## config.mk

```make
export PLATFORM = sky130hd
export DESIGN_NAME = multichannel_biquad_df2t
export DESIGN_NICKNAME = d
export VERILOG_FILES = /design/src/mcbq_pkg.sv /design/src/mcbq_mul.sv /design/src/mcbq_state.sv /design/src/mcbq_ctrl.sv /design/src/multichannel_biquad_df2t.sv
export SDC_FILE = /design/constraint.sdc
export NUM_CORES = 2
export LEC_CHECK = 0
export BUFFER_PORTS_ARGS = -buffer_cell sky130_fd_sc_hd__buf_2
export CAP_MARGIN = 30
export CORE_MARGIN = 3
export CORE_UTILIZATION = 66
export CTS_CLUSTER_DIAMETER = 60
export DETAILED_ROUTE_END_ITERATION = 10
export PLACE_DENSITY_LB_ADDON = 0.1
export SYNTH_ARGS = -nofsm -noshare
export SYNTH_HDL_FRONTEND = slang
export SYNTH_SLANG_ARGS = --single-unit
```

## constraint.sdc

```tcl
create_clock -name clk -period 14.1 [get_ports clk]
set_clock_uncertainty 0.2 [all_clocks]
set_input_delay 0 -clock clk [delete_from_list [all_inputs] [get_ports clk]]
set_output_delay 0 -clock clk [all_outputs]
set_load 0.02 [all_outputs]
```

## src/mcbq_pkg.sv

```systemverilog
package mcbq_pkg;

  localparam int MAX_CHANNELS_DEF = 8;

  localparam int SAMPLE_W = 24;
  localparam int CHAN_W   = 4;
  localparam int COEF_W   = 32;
  localparam int STATE_W  = 32;
  localparam int PROD_W   = COEF_W + STATE_W;
  localparam int FRAC_SH  = 28;
  localparam int RND_W    = PROD_W - FRAC_SH;
  localparam int ACC_W    = RND_W + 2;
  localparam int CFG_IDX_W = 3;

  typedef struct packed {
    logic signed [SAMPLE_W-1:0] sample_in;
    logic [CHAN_W-1:0]          channel_in;
  } in_item_t;

  typedef struct packed {
    logic signed [SAMPLE_W-1:0] sample_out;
    logic [CHAN_W-1:0]          channel_out;
    logic                       clipped;
  } out_item_t;

  typedef enum logic [CFG_IDX_W-1:0] {
    CFG_B0 = 3'd0,
    CFG_B1 = 3'd1,
    CFG_B2 = 3'd2,
    CFG_A1 = 3'd3,
    CFG_A2 = 3'd4
  } cfg_reg_t;

  typedef enum logic [1:0] {
    ADD_D1,
    ADD_D2,
    ADD_ACC,
    ADD_ZERO
  } add_src_t;

  typedef enum logic [2:0] {
    S_IDLE,
    S_B0,
    S_B1,
    S_A1,
    S_B2,
    S_A2,
    S_Z2,
    S_DONE
  } seq_state_t;

  typedef struct packed {
    cfg_reg_t mul_coef;
    logic     mul_use_y;
    add_src_t add_src;
    logic     add_sub;
    logic     load_y;
    logic     load_acc;
    logic     load_z1;
    logic     write_state;
    logic     load_out;
    logic     accept;
  } ctrl_t;

  // True when a wide sum does not fit a 32-bit signed word.
  function automatic logic ovf32(input logic signed [ACC_W-1:0] v);
    ovf32 = !((&v[ACC_W-1:STATE_W-1]) || !(|v[ACC_W-1:STATE_W-1]));
  endfunction

  function automatic logic signed [STATE_W-1:0] sat32(input logic signed [ACC_W-1:0] v);
    if (ovf32(v)) begin
      sat32 = v[ACC_W-1] ? {1'b1, {(STATE_W-1){1'b0}}} : {1'b0, {(STATE_W-1){1'b1}}};
    end else begin
      sat32 = v[STATE_W-1:0];
    end
  endfunction

  function automatic logic ovf24(input logic signed [STATE_W-1:0] v);
    ovf24 = !((&v[STATE_W-1:SAMPLE_W-1]) || !(|v[STATE_W-1:SAMPLE_W-1]));
  endfunction

  function automatic logic signed [SAMPLE_W-1:0] sat24(input logic signed [STATE_W-1:0] v);
    if (ovf24(v)) begin
      sat24 = v[STATE_W-1] ? {1'b1, {(SAMPLE_W-1){1'b0}}} : {1'b0, {(SAMPLE_W-1){1'b1}}};
    end else begin
      sat24 = v[SAMPLE_W-1:0];
    end
  endfunction

endpackage

```

## src/mcbq_mul.sv

```systemverilog
module mcbq_mul
  import mcbq_pkg::*;
(
  input  logic                     clk,
  input  logic signed [COEF_W-1:0]  coef,
  input  logic signed [STATE_W-1:0] val,
  output logic signed [RND_W-1:0]   rnd
);

  logic signed [PROD_W-1:0] prod;

  always_ff @(posedge clk) begin
    prod <= coef * val;
  end

  // Round half up: floor shift plus the first dropped bit.
  assign rnd = prod[PROD_W-1:FRAC_SH] + RND_W'(prod[FRAC_SH-1]);

endmodule

```

## src/mcbq_state.sv

```systemverilog
module mcbq_state
  import mcbq_pkg::*;
#(
  parameter int MAX_CHANNELS = MAX_CHANNELS_DEF,
  parameter int IDX_W        = 3
) (
  input  logic                      clk,
  input  logic                      rst,
  input  logic [IDX_W-1:0]          idx,
  input  logic                      we,
  input  logic signed [STATE_W-1:0] wd1,
  input  logic signed [STATE_W-1:0] wd2,
  output logic signed [STATE_W-1:0] rd1,
  output logic signed [STATE_W-1:0] rd2
);

  logic signed [STATE_W-1:0] delay_one [MAX_CHANNELS];
  logic signed [STATE_W-1:0] delay_two [MAX_CHANNELS];

  always_ff @(posedge clk) begin
    if (rst) begin
      for (int i = 0; i < MAX_CHANNELS; i++) begin
        delay_one[i] <= '0;
        delay_two[i] <= '0;
      end
    end else if (we) begin
      delay_one[idx] <= wd1;
      delay_two[idx] <= wd2;
    end
  end

  assign rd1 = delay_one[idx];
  assign rd2 = delay_two[idx];

endmodule

```

## src/mcbq_ctrl.sv

```systemverilog
module mcbq_ctrl
  import mcbq_pkg::*;
(
  input  logic  clk,
  input  logic  rst,
  input  logic  in_valid,
  input  logic  is_pass,
  input  logic  out_free,
  output logic  in_ready,
  output ctrl_t ctl
);

  seq_state_t state, state_next;

  always_ff @(posedge clk) begin
    if (rst) begin
      state <= S_IDLE;
    end else begin
      state <= state_next;
    end
  end

  always_comb begin
    state_next = state;
    unique case (state)
      S_IDLE: begin
        if (in_valid) begin
          state_next = is_pass ? S_DONE : S_B0;
        end
      end
      S_B0: state_next = S_B1;
      S_B1: state_next = S_A1;
      S_A1: state_next = S_B2;
      S_B2: state_next = S_A2;
      S_A2: state_next = S_Z2;
      S_Z2: state_next = S_DONE;
      S_DONE: begin
        if (out_free) begin
          state_next = S_IDLE;
        end
      end
      default: state_next = S_IDLE;
    endcase
  end

  always_comb begin
    ctl             = '0;
    ctl.mul_coef    = CFG_B0;
    ctl.add_src     = ADD_ZERO;
    in_ready        = 1'b0;
    unique case (state)
      S_IDLE: begin
        in_ready   = 1'b1;
        ctl.accept = in_valid;
      end
      S_B0: ctl.mul_coef = CFG_B0;
      S_B1: begin
        ctl.mul_coef = CFG_B1;
        ctl.add_src  = ADD_D1;
        ctl.load_y   = 1'b1;
      end
      S_A1: begin
        ctl.mul_coef  = CFG_A1;
        ctl.mul_use_y = 1'b1;
        ctl.add_src   = ADD_D2;
        ctl.load_acc  = 1'b1;
      end
      S_B2: begin
        ctl.mul_coef = CFG_B2;
        ctl.add_src  = ADD_ACC;
        ctl.add_sub  = 1'b1;
        ctl.load_z1  = 1'b1;
      end
      S_A2: begin
        ctl.mul_coef  = CFG_A2;
        ctl.mul_use_y = 1'b1;
        ctl.add_src   = ADD_ZERO;
        ctl.load_acc  = 1'b1;
      end
      S_Z2: begin
        ctl.add_src     = ADD_ACC;
        ctl.add_sub     = 1'b1;
        ctl.write_state = 1'b1;
      end
      S_DONE: ctl.load_out = out_free;
      default: ctl.accept = 1'b0;
    endcase
  end

endmodule

```

## src/multichannel_biquad_df2t.sv

```systemverilog
// Channel | Direction | Handshake              | Payload
// in      | input     | in_valid / in_ready    | in_data (sample_in, channel_in)
// out     | output    | out_valid / out_ready  | out_data (sample_out, channel_out, clipped)
// cfg     | input     | cfg_valid / cfg_ready  | cfg_index, cfg_data
//
// A filtered sample is offered as a result once the sequencer has run through its steps,
// and the next sample is taken only once that result is loaded, so one sample is worked
// on at a time: one shared 32 x 32 multiplier forms the five products in turn, and one
// shared adder with saturation folds them in. A sample on a channel at or above
// MAX_CHANNELS skips the steps, goes straight to the output register and leaves the state
// untouched. Synchronous reset returns the coefficients to unity pass-through and clears
// both delay registers of every channel at once. A result waiting on out_ready does not
// stop the next input transfer; the sequencer only stalls at its final step until the
// output register is free. Coefficient writes are always taken.
module multichannel_biquad_df2t
  import mcbq_pkg::*;
#(
  parameter int MAX_CHANNELS = MAX_CHANNELS_DEF
) (
  input  logic                 clk,
  input  logic                 rst,
  input  logic                 in_valid,
  output logic                 in_ready,
  input  in_item_t             in_data,
  output logic                 out_valid,
  input  logic                 out_ready,
  output out_item_t            out_data,
  input  logic                 cfg_valid,
  output logic                 cfg_ready,
  input  logic [CFG_IDX_W-1:0] cfg_index,
  input  logic [COEF_W-1:0]    cfg_data
);

  localparam int IDX_W = (MAX_CHANNELS > 1) ? $clog2(MAX_CHANNELS) : 1;

  // Coefficient registers, Q3.28.
  logic signed [COEF_W-1:0] coef_b0, coef_b1, coef_b2, coef_a1, coef_a2;

  // Item held for the duration of its sequence.
  logic signed [SAMPLE_W-1:0] x;
  logic [CHAN_W-1:0]          ch;
  logic                       pass;

  // Working registers: fed-back output, first new delay, partial sum, clip flag.
  logic signed [STATE_W-1:0] y;
  logic signed [STATE_W-1:0] z1;
  logic signed [ACC_W-1:0]   acc;
  logic                      clip;

  ctrl_t ctl;
  logic  is_pass;
  logic  out_free;

  logic signed [COEF_W-1:0]  mul_coef;
  logic signed [STATE_W-1:0] mul_val;
  logic signed [RND_W-1:0]   rnd;
  logic signed [ACC_W-1:0]   add_a;
  logic signed [ACC_W-1:0]   add_b;
  logic signed [ACC_W-1:0]   sum;
  logic signed [STATE_W-1:0] rd1, rd2;

  assign cfg_ready = 1'b1;

  // Coefficient writes; an index past the last register is dropped.
  always_ff @(posedge clk) begin
    if (rst) begin
      coef_b0 <= 32'sh1000_0000;
      coef_b1 <= '0;
      coef_b2 <= '0;
      coef_a1 <= '0;
      coef_a2 <= '0;
    end else if (cfg_valid) begin
      unique case (cfg_index)
        CFG_B0:  coef_b0 <= cfg_data;
        CFG_B1:  coef_b1 <= cfg_data;
        CFG_B2:  coef_b2 <= cfg_data;
        CFG_A1:  coef_a1 <= cfg_data;
        CFG_A2:  coef_a2 <= cfg_data;
        default: coef_b0 <= coef_b0;
      endcase
    end
  end

  assign is_pass  = {1'b0, in_data.channel_in} >= (CHAN_W + 1)'(MAX_CHANNELS);
  assign out_free = !out_valid || out_ready;

  mcbq_ctrl u_ctrl (
    .clk      (clk),
    .rst      (rst),
    .in_valid (in_valid),
    .is_pass  (is_pass),
    .out_free (out_free),
    .in_ready (in_ready),
    .ctl      (ctl)
  );

  // Operand selection for the shared multiplier.
  always_comb begin
    unique case (ctl.mul_coef)
      CFG_B0:  mul_coef = coef_b0;
      CFG_B1:  mul_coef = coef_b1;
      CFG_B2:  mul_coef = coef_b2;
      CFG_A1:  mul_coef = coef_a1;
      CFG_A2:  mul_coef = coef_a2;
      default: mul_coef = coef_b0;
    endcase
  end

  assign mul_val = ctl.mul_use_y ? y : STATE_W'(x);

  mcbq_mul u_mul (
    .clk  (clk),
    .coef (mul_coef),
    .val  (mul_val),
    .rnd  (rnd)
  );

  mcbq_state #(
    .MAX_CHANNELS (MAX_CHANNELS),
    .IDX_W        (IDX_W)
  ) u_state (
    .clk (clk),
    .rst (rst),
    .idx (ch[IDX_W-1:0]),
    .we  (ctl.write_state),
    .wd1 (z1),
    .wd2 (sat32(sum)),
    .rd1 (rd1),
    .rd2 (rd2)
  );

  // The shared adder: a delay register, the partial sum or zero, plus or minus the
  // rounded product that the multiplier delivers in this cycle.
  always_comb begin
    case (ctl.add_src)
      ADD_D1:  add_a = ACC_W'(rd1);
      ADD_D2:  add_a = ACC_W'(rd2);
      ADD_ACC: add_a = acc;
      default: add_a = '0;
    endcase
  end

  assign add_b = ACC_W'(rnd);
  assign sum   = ctl.add_sub ? (add_a - add_b) : (add_a + add_b);

  always_ff @(posedge clk) begin
    if (ctl.accept) begin
      x    <= in_data.sample_in;
      ch   <= in_data.channel_in;
      pass <= is_pass;
      clip <= 1'b0;
    end else if (ctl.load_y || ctl.load_z1 || ctl.write_state) begin
      clip <= clip | ovf32(sum);
    end
    if (ctl.load_y) begin
      y <= sat32(sum);
    end
    if (ctl.load_z1) begin
      z1 <= sat32(sum);
    end
    if (ctl.load_acc) begin
      acc <= sum;
    end
  end

  // Output register: held until the consumer completes the transfer.
  always_ff @(posedge clk) begin
    if (rst) begin
      out_valid <= 1'b0;
    end else if (ctl.load_out) begin
      out_valid <= 1'b1;
    end else if (out_ready) begin
      out_valid <= 1'b0;
    end
  end

  always_ff @(posedge clk) begin
    if (ctl.load_out) begin
      out_data.channel_out <= ch;
      if (pass) begin
        out_data.sample_out <= x;
        out_data.clipped    <= 1'b0;
      end else begin
        out_data.sample_out <= sat24(y);
        out_data.clipped    <= clip | ovf24(y);
      end
    end
  end

  // Once a sample is taken, the input stays closed while it is worked on.
  a_busy_after_accept: assert property (@(posedge clk) disable iff (rst)
    in_valid && in_ready |=> !in_ready)
    else $error("input accepted again straight after a transfer");

  // A pass-through channel never reports clipping.
  a_pass_no_clip: assert property (@(posedge clk) disable iff (rst)
    out_valid && ({1'b0, out_data.channel_out} >= (CHAN_W + 1)'(MAX_CHANNELS))
    |-> !out_data.clipped)
    else $error("clip flag set on a pass-through channel");

  // A new result appears only from the final step of the sequence.
  a_out_from_done: assert property (@(posedge clk) disable iff (rst)
    $rose(out_valid) |-> $past(ctl.load_out))
    else $error("result offered without the sequencer finishing");

  // Pass-through samples leave the delay registers alone.
  a_pass_no_write: assert property (@(posedge clk) disable iff (rst)
    ctl.write_state |-> !pass)
    else $error("state written for a pass-through channel");

endmodule

```

Word level (Yosys, flattened, before mapping):

Memories as Yosys holds them, arrays and structs flattened. A register that Yosys moved wholly into a read port is not among the register bits.
Cells that the tools add are included.
W data, S select, Z words.

* output and inout port bits: 32
* bits in registers: 389
* memories: 2
* input port bits: 68
* bits in writable memories: 512
* word-level logic and storage cells: 112

Memory list
* u_state.delay_one: depth 8, width 32, read ports 1, clocked after memory_dff 1, write ports 8, line mcbq_state.sv:17 `logic signed [STATE_W-1:0] delay_one [MAX_CHANNELS];`
* u_state.delay_two: depth 8, width 32, read ports 1, clocked after memory_dff 1, write ports 8, line mcbq_state.sv:18 `logic signed [STATE_W-1:0] delay_two [MAX_CHANNELS];`

* bitwise logic cells: 2
* equality and inequality tests: 19
* reduce and logical (&&, ||, !) cells: 28
* add/subtract/negate cells: 3
* magnitude comparators: 1
* muxes and demuxes: 38
* multiply operators: 1

Operator list (number)
* $mux W32: 5
* $pmux W32 S4: 1
* $pmux W38 S3: 1
* $mux W24: 3
* $mul A32 B32 Y64: 1
* $reduce_or A32 Y1: 2
* $add A38 B36 Y38: 1
* $mux W38: 1
* $sub A38 B36 Y38: 1
* $add A36 B1 Y36: 1
* $pmux W3 S8: 1
* $mux W3: 7
* $eq A3 B2 Y1 const B: 6
* $eq A3 B3 Y1 const B: 6
* $mux W1: 17
* $pmux W3 S4: 1
* $reduce_and A2 Y1: 6
* $eq A3 B1 Y1 const B: 3
* $reduce_and A9 Y1: 1
* $reduce_or A9 Y1: 1
* $reduce_and A7 Y1: 1
* $reduce_or A7 Y1: 1
* $logic_not A3 Y1: 2
* $pmux W2 S3: 1
* 11 further kinds: 21

Depth between registers and ports, before layout:

* depth in word-level cells: 12
* gate-level depth with buffers: 40
* mapped depth without buffers: 37

Hierarchy:

Synthesis repeated with hierarchy kept, for this count alone.

* cells, all modules: 7125
* area total of the unflattened synthesis: 75977.9 um2

Modules (own cells, without submodules)
* mcbq_mul: seq. area each 740.7 um2, times used 1, cells an instance 3890, area each 36751.5 um2
* mcbq_state: seq. area each 15374.7 um2, times used 1, cells an instance 1390, area each 22800.6 um2
* multichannel_biquad_df2t: seq. area each 8047.7 um2, times used 1, cells an instance 1801, area each 16079.2 um2
* mcbq_ctrl: seq. area each 60.1 um2, times used 1, cells an instance 44, area each 346.6 um2

Worst setup path after synthesis:

No wires, ideal clock.

* path type: register to register
* from: register u_ctrl.state[0]
* to: register u_mul.prod[57]
* buffers on the path: 4
* data arrival time: 10.510 ns
* stages on the path, launching flop included: 40
* path slack: 3.268 ns
* clock period less this slack: 10.832 ns
* setup time: 0.122 ns
* required time: 13.778 ns
* path through: dfxtp_1 inv_1 ha_1 buf_4 nor2b_1 nor2b_1 clkbuf_1 a22oi_1 nand2_1 a21o_1 clkbuf_1 buf_1 nand2_1 fa_1 inv_1 fa_1 inv_1 fa_1 [4 not listed] inv_1 fa_1 fa_1 inv_1 fa_1 inv_1 ha_1 and2_1 a221o_1 a21o_1 a41o_1 a221oi_1 nand2_1 a31oi_1 o21ai_0 a21oi_1 nor3_1 a311o_1

* longest elaborated chain between the ends: 5
* elaborated cells on any way between the ends: 14
* those cells by class: 1 x mul; 8 x eq/ne; 4 x mux; 1 x reduce/logical

Ends and longest elaborated chain
* from (decl): line mcbq_ctrl.sv:13 `seq_state_t state, state_next;`
* from (signal assigned): line mcbq_ctrl.sv:19 `state <= state_next;`
* $eq A3 B3 Y1 / $eq A3 B2 Y1 (equally long branches): line mcbq_ctrl.sv:51 `unique case (state)`
* $pmux W3 S4 / $reduce_or A2 Y1 (equally long branches)
* $eq A3 B3 Y1, or another cell as far along: line multichannel_biquad_df2t.sv:99 `unique case (ctl.mul_coef)`
* $pmux W32 S4 / $mux W32 (equally long branches): line multichannel_biquad_df2t.sv:99, multichannel_biquad_df2t.sv:109
* $mul A32 B32 Y64 (*): line mcbq_mul.sv:13 `prod <= coef * val;`
* to (signal assigned): line mcbq_mul.sv:13
* to (decl): line mcbq_mul.sv:10 `logic signed [PROD_W-1:0] prod;`

Mark *: on every way between the ends. The rest lies on a longest branch, timed or not.
A chain may end at the register's enable or synchronous reset.

Worst setup path after layout:

Same ends and word-level chain as after synthesis.

==> impl_metrics.xml <==
<?xml version="1.0" encoding="UTF-8"?>
<metrics>
  <group name="status">
    <metric name="outcome" unit="">finished clean</metric>
  </group>
  <group name="layout">
    <metric name="multi_input_area" unit="mm²">0.04619</metric>
    <metric name="regArea" unit="mm²">0.02429</metric>
    <metric name="fillerInstances" unit="">7922</metric>
    <metric name="final_layout_size_suffix_gt1_frac" unit="">0.09646</metric>
    <metric name="layout-area-overhead-vs-synth" unit="%">9.391</metric>
    <metric name="design.final.nets" unit="">8892</metric>
  </group>
  <group name="place">
    <metric name="detailed_place_hpwl" unit="µm">171400</metric>
    <metric name="gp_routability_congestion" unit="">1.031</metric>
    <metric name="port-buffer-count" unit="">98</metric>
  </group>
  <group name="timing">
    <metric name="maxSlewHeadroom" unit="">0.2147</metric>
    <metric name="timing.final.crit_share" unit="">0.8664</metric>
    <metric name="rsz_0062_raised_after_global_routing" unit="">no</metric>
    <metric name="setup_viol" unit="">0</metric>
    <metric name="period_minus_slack" unit="ns">12.22</metric>
    <metric name="worst_pin_slew" unit="ns">1.145</metric>
    <metric name="fmax" unit="MHz">81.86</metric>
    <metric name="final_hold_viol_count" unit="">0</metric>
    <metric name="timing_max_transition_violations_final" unit="">0</metric>
    <metric name="setup_total_negative_slack" unit="ns">0</metric>
  </group>
  <group name="clock_network">
    <metric name="cts-root-to-sink-buffers" unit="">3</metric>
    <metric name="worst_setup_hold_path_clk_slew" unit="ns">0.06</metric>
    <metric name="tritoncts" unit="">yes</metric>
    <metric name="cts.sink_count" unit="">877</metric>
    <metric name="insertion_delay" unit="ns">0.72</metric>
    <metric name="post_cts_resized" unit="">0</metric>
    <metric name="clock_tree_root_driver_cell" unit="">sky130_fd_sc_hd__clkbuf_16</metric>
    <metric name="htreeDepth" unit="">3</metric>
    <metric name="cts_buffers" unit="">95</metric>
  </group>
  <group name="yosys">
    <metric name="yosys.area.top_type" unit="">sky130_fd_sc_hd__fa_1</metric>
    <metric name="synth_area_per_cell" unit="µm²">10.25</metric>
    <metric name="distinct_cells_synth" unit="">99</metric>
    <metric name="ys.warnings.count" unit="">0</metric>
    <metric name="synth.top_cells.by_count" unit="">sky130_fd_sc_hd__inv_1 (1135), sky130_fd_sc_hd__fa_1 (1082), sky130_fd_sc_hd__nand2_1 (1030)</metric>
    <metric name="synthesis.nets" unit="">8803</metric>
    <metric name="synth-main-ff-cell" unit="">sky130_fd_sc_hd__edfxtp_1</metric>
    <metric name="synth_area" unit="mm²">0.07611</metric>
    <metric name="synth-async-reset-ratio" unit="">0</metric>
    <metric name="post-synth-top-count-cell" unit="">sky130_fd_sc_hd__inv_1</metric>
    <metric name="netlist_instances" unit="">7429</metric>
    <metric name="synthTopCellsByArea" unit="">sky130_fd_sc_hd__fa_1 (28%), sky130_fd_sc_hd__edfxtp_1 (27%), sky130_fd_sc_hd__inv_1 (5.6%)</metric>
    <metric name="synth-edff-count" unit="">672</metric>
    <metric name="yosysTopAreaCellShare" unit="">0.2846</metric>
    <metric name="synth_seq_area_share" unit="">0.3190</metric>
    <metric name="synth-seq-cells" unit="">877</metric>
  </group>
  <group name="drt">
    <metric name="drt-initial-drc-count" unit="">6945</metric>
    <metric name="firstDrtPassIters" unit="">6</metric>
    <metric name="post_drt_via_cell_ratio" unit="">6.341</metric>
    <metric name="dr_total_vias" unit="">57730</metric>
    <metric name="aggregate_routed_wire_length" unit="µm">240500</metric>
    <metric name="postRouteAntennaNets" unit="">0</metric>
    <metric name="post_detailed_route_drc_marker_count" unit="">0</metric>
    <metric name="wl_per_cell" unit="µm">26.41</metric>
  </group>
  <group name="setup_path">
    <metric name="setup.worst_path.start_class" unit="">flop</metric>
    <metric name="rr_worst_depth" unit="">37</metric>
    <metric name="r2r-end" unit="">u_mul.prod[57]</metric>
    <metric name="cp-end-kind" unit="">flop</metric>
    <metric name="slowest_stage" unit="">sky130_fd_sc_hd__fa_1</metric>
    <metric name="rrSetupSlack" unit="ns">1.88</metric>
    <metric name="cpPeakStageDelay" unit="ns">0.93</metric>
    <metric name="r2r-start" unit="">u_ctrl.state[0]</metric>
    <metric name="path_max_fanout" unit="">33</metric>
    <metric name="required" unit="ns">14.50</metric>
    <metric name="crit_type" unit="">reg2reg</metric>
    <metric name="timing.critical_path.arrival" unit="ns">12.62</metric>
  </group>
  <group name="floorplan">
    <metric name="core_area" unit="mm²">0.1134</metric>
    <metric name="floorplan.rows" unit="">123</metric>
    <metric name="die_area" unit="mm²">0.1194</metric>
    <metric name="initial_utilization" unit="">0.6711</metric>
    <metric name="die_h" unit="µm">345.6</metric>
    <metric name="die_x" unit="µm">345.6</metric>
    <metric name="design.portCount" unit="">100</metric>
  </group>
  <group name="global_route">
    <metric name="groute.usage.overall" unit="">0.4097</metric>
    <metric name="initial_antenna_violation_count" unit="">11</metric>
    <metric name="first_global_vias" unit="">59940</metric>
    <metric name="gr-total-overflow" unit="">0</metric>
    <metric name="first_pass_grt_wire_length" unit="µm">366000</metric>
    <metric name="pin_count_of_the_biggest_net_entering_global_routing" unit="">106</metric>
  </group>
  <group name="run">
    <metric name="drv_cap" unit="">0</metric>
  </group>
  <group name="hold_path">
    <metric name="hold_path_startpoint" unit="">cfg_data[30]</metric>
    <metric name="min_path_type" unit="">in2reg</metric>
    <metric name="hold-path-cell-count" unit="">4</metric>
    <metric name="min_to" unit="">coef_a1[30]</metric>
  </group>
</metrics>
==> metal layers <==
layer	vias up	track usage	routed length, µm
li1	24130	-	-
met1	28850	0.5327	84160
met2	3868	0.6145	106100
met3	871	0.1319	33630
met4	12	0.2273	16430
met5	-	0	183
==> how the worst max path moves through the flow <==
| stage | cells past startpoint | end | slack, ns | from |
|---|---|---|---|---|
| after detailed placement | 36 | u_mul.prod[57] | 2.06 | u_ctrl.state[1] |
| after CTS | 37 | u_mul.prod[57] | 2.04 | u_ctrl.state[0] |
| after global placement | 36 | u_mul.prod[57] | 2.32 | u_ctrl.state[1] |
| final | 37 | u_mul.prod[57] | 1.88 | u_ctrl.state[0] |
| after floorplan | 39 | u_mul.prod[57] | 3.27 | u_ctrl.state[0] |
| after global routing | 37 | u_mul.prod[57] | 1.39 | u_ctrl.state[0] |
==> registers in the layout (all words and copies together) (netlist names), 37 cells and up, named ones only <==
| register | count |
|---|---|
| u_state.delay_one | 256 |
| u_state.delay_two | 256 |
| acc | 38 |
| u_mul.prod | 37 |
==> worst max-delay path: cells and delay by family, from the launching register on <==
family                     cells  cell delay (ns)
buffers and inverters         11             1.74
adders and majority gates     10             4.81
DFF                            1             0.33
and+or+nand+nor                9             2.26
AOI/OAI and AO/OA              7             2.70
==> cells in the final DEF, fill, tap and decap left out, types with 14 or more instances in the layout <==
cell and n:
sky130_fd_sc_hd__dfxtp_1 202, sky130_fd_sc_hd__xor2_1 47, sky130_fd_sc_hd__mux4_2 128, sky130_fd_sc_hd__a22oi_1 63, sky130_fd_sc_hd__clkbuf_16 95, sky130_fd_sc_hd__buf_4 172, sky130_fd_sc_hd__edfxtp_1 672, sky130_fd_sc_hd__xnor2_1 101
sky130_fd_sc_hd__nand4_1 34, sky130_fd_sc_hd__mux2_2 40, sky130_fd_sc_hd__o21ai_1 16, sky130_fd_sc_hd__nor2_1 897, sky130_fd_sc_hd__o221ai_2 15, sky130_fd_sc_hd__nand3_1 46, sky130_fd_sc_hd__and3_1 219, sky130_fd_sc_hd__a221oi_1 23
sky130_fd_sc_hd__o21ai_0 75, sky130_fd_sc_hd__nand2b_1 16, sky130_fd_sc_hd__o21a_1 17, sky130_fd_sc_hd__and2_1 82, sky130_fd_sc_hd__a21oi_1 380, sky130_fd_sc_hd__nor3_1 22, sky130_fd_sc_hd__fa_1 1082, sky130_fd_sc_hd__dlygate4sd3_1 137
sky130_fd_sc_hd__inv_1 1135, sky130_fd_sc_hd__nor2b_1 14, sky130_fd_sc_hd__clkbuf_1 15, sky130_fd_sc_hd__nor4b_1 17, sky130_fd_sc_hd__clkinv_1 22, sky130_fd_sc_hd__a21o_1 65, sky130_fd_sc_hd__buf_2 98, sky130_fd_sc_hd__nand2_1 1030
sky130_fd_sc_hd__a41o_1 14, sky130_fd_sc_hd__mux2i_1 40, sky130_fd_sc_hd__ha_1 224
==> cells by family after synthesis <==
group / count (synthesis) / synth area share
adder cells (fa/ha/maj): 1306 / 0.3214
XOR/XNOR: 151 / 0.01772
buffers and inverters: 1568 / 0.07914
AO/OA/AOI/OAI: 814 / 0.06894
multiplexers: 224 / 0.05116
flip-flops: 877 / 0.3190
AND/OR/NAND/NOR: 2488 / 0.1425
other: 1 / 0.00004927
==> through the flow <==
step	worst slack, ns	hold slack, ns	utilization	cells	instance area, µm²
6_report	1.884	0.03110	0.7341	9105	83260
5_1_grt	1.389	0.05142	0.7339	9099	83250
4_1_cts	2.044	0.003488	0.7327	9091	83100
3_5_place_dp	2.060	-0.01886	0.6924	8775	78540
3_3_place_gp	2.324	-0.01969	0.6911	8765	78390
2_1_floorplan	3.268	-0.1011	-	7429	76110
==> cell type report <==
cell class | count | area share
Multi-Input combinational cell | 4984 | 0.5548
Timing Repair Buffer | 421 | 0.04116
Antenna cell | 6 | 0.0001803
Tap cell | 1500 | 0.02254
Clock inverter | 59 | 0.007619
Sequential cell | 877 | 0.2918
Inverter | 1139 | 0.05141
Clock buffer | 119 | 0.03051
==> what timing repair did <==
item | 4_1_cts | 5_1_grt
setup buffers | 0 | 0
hold buffers | 138 | 0
hold endpoints to repair | 233 | 0
Power is left out: the tool's default activity adds up to more than one toggle a clock period on the data nets, which glitch-free logic cannot reach.
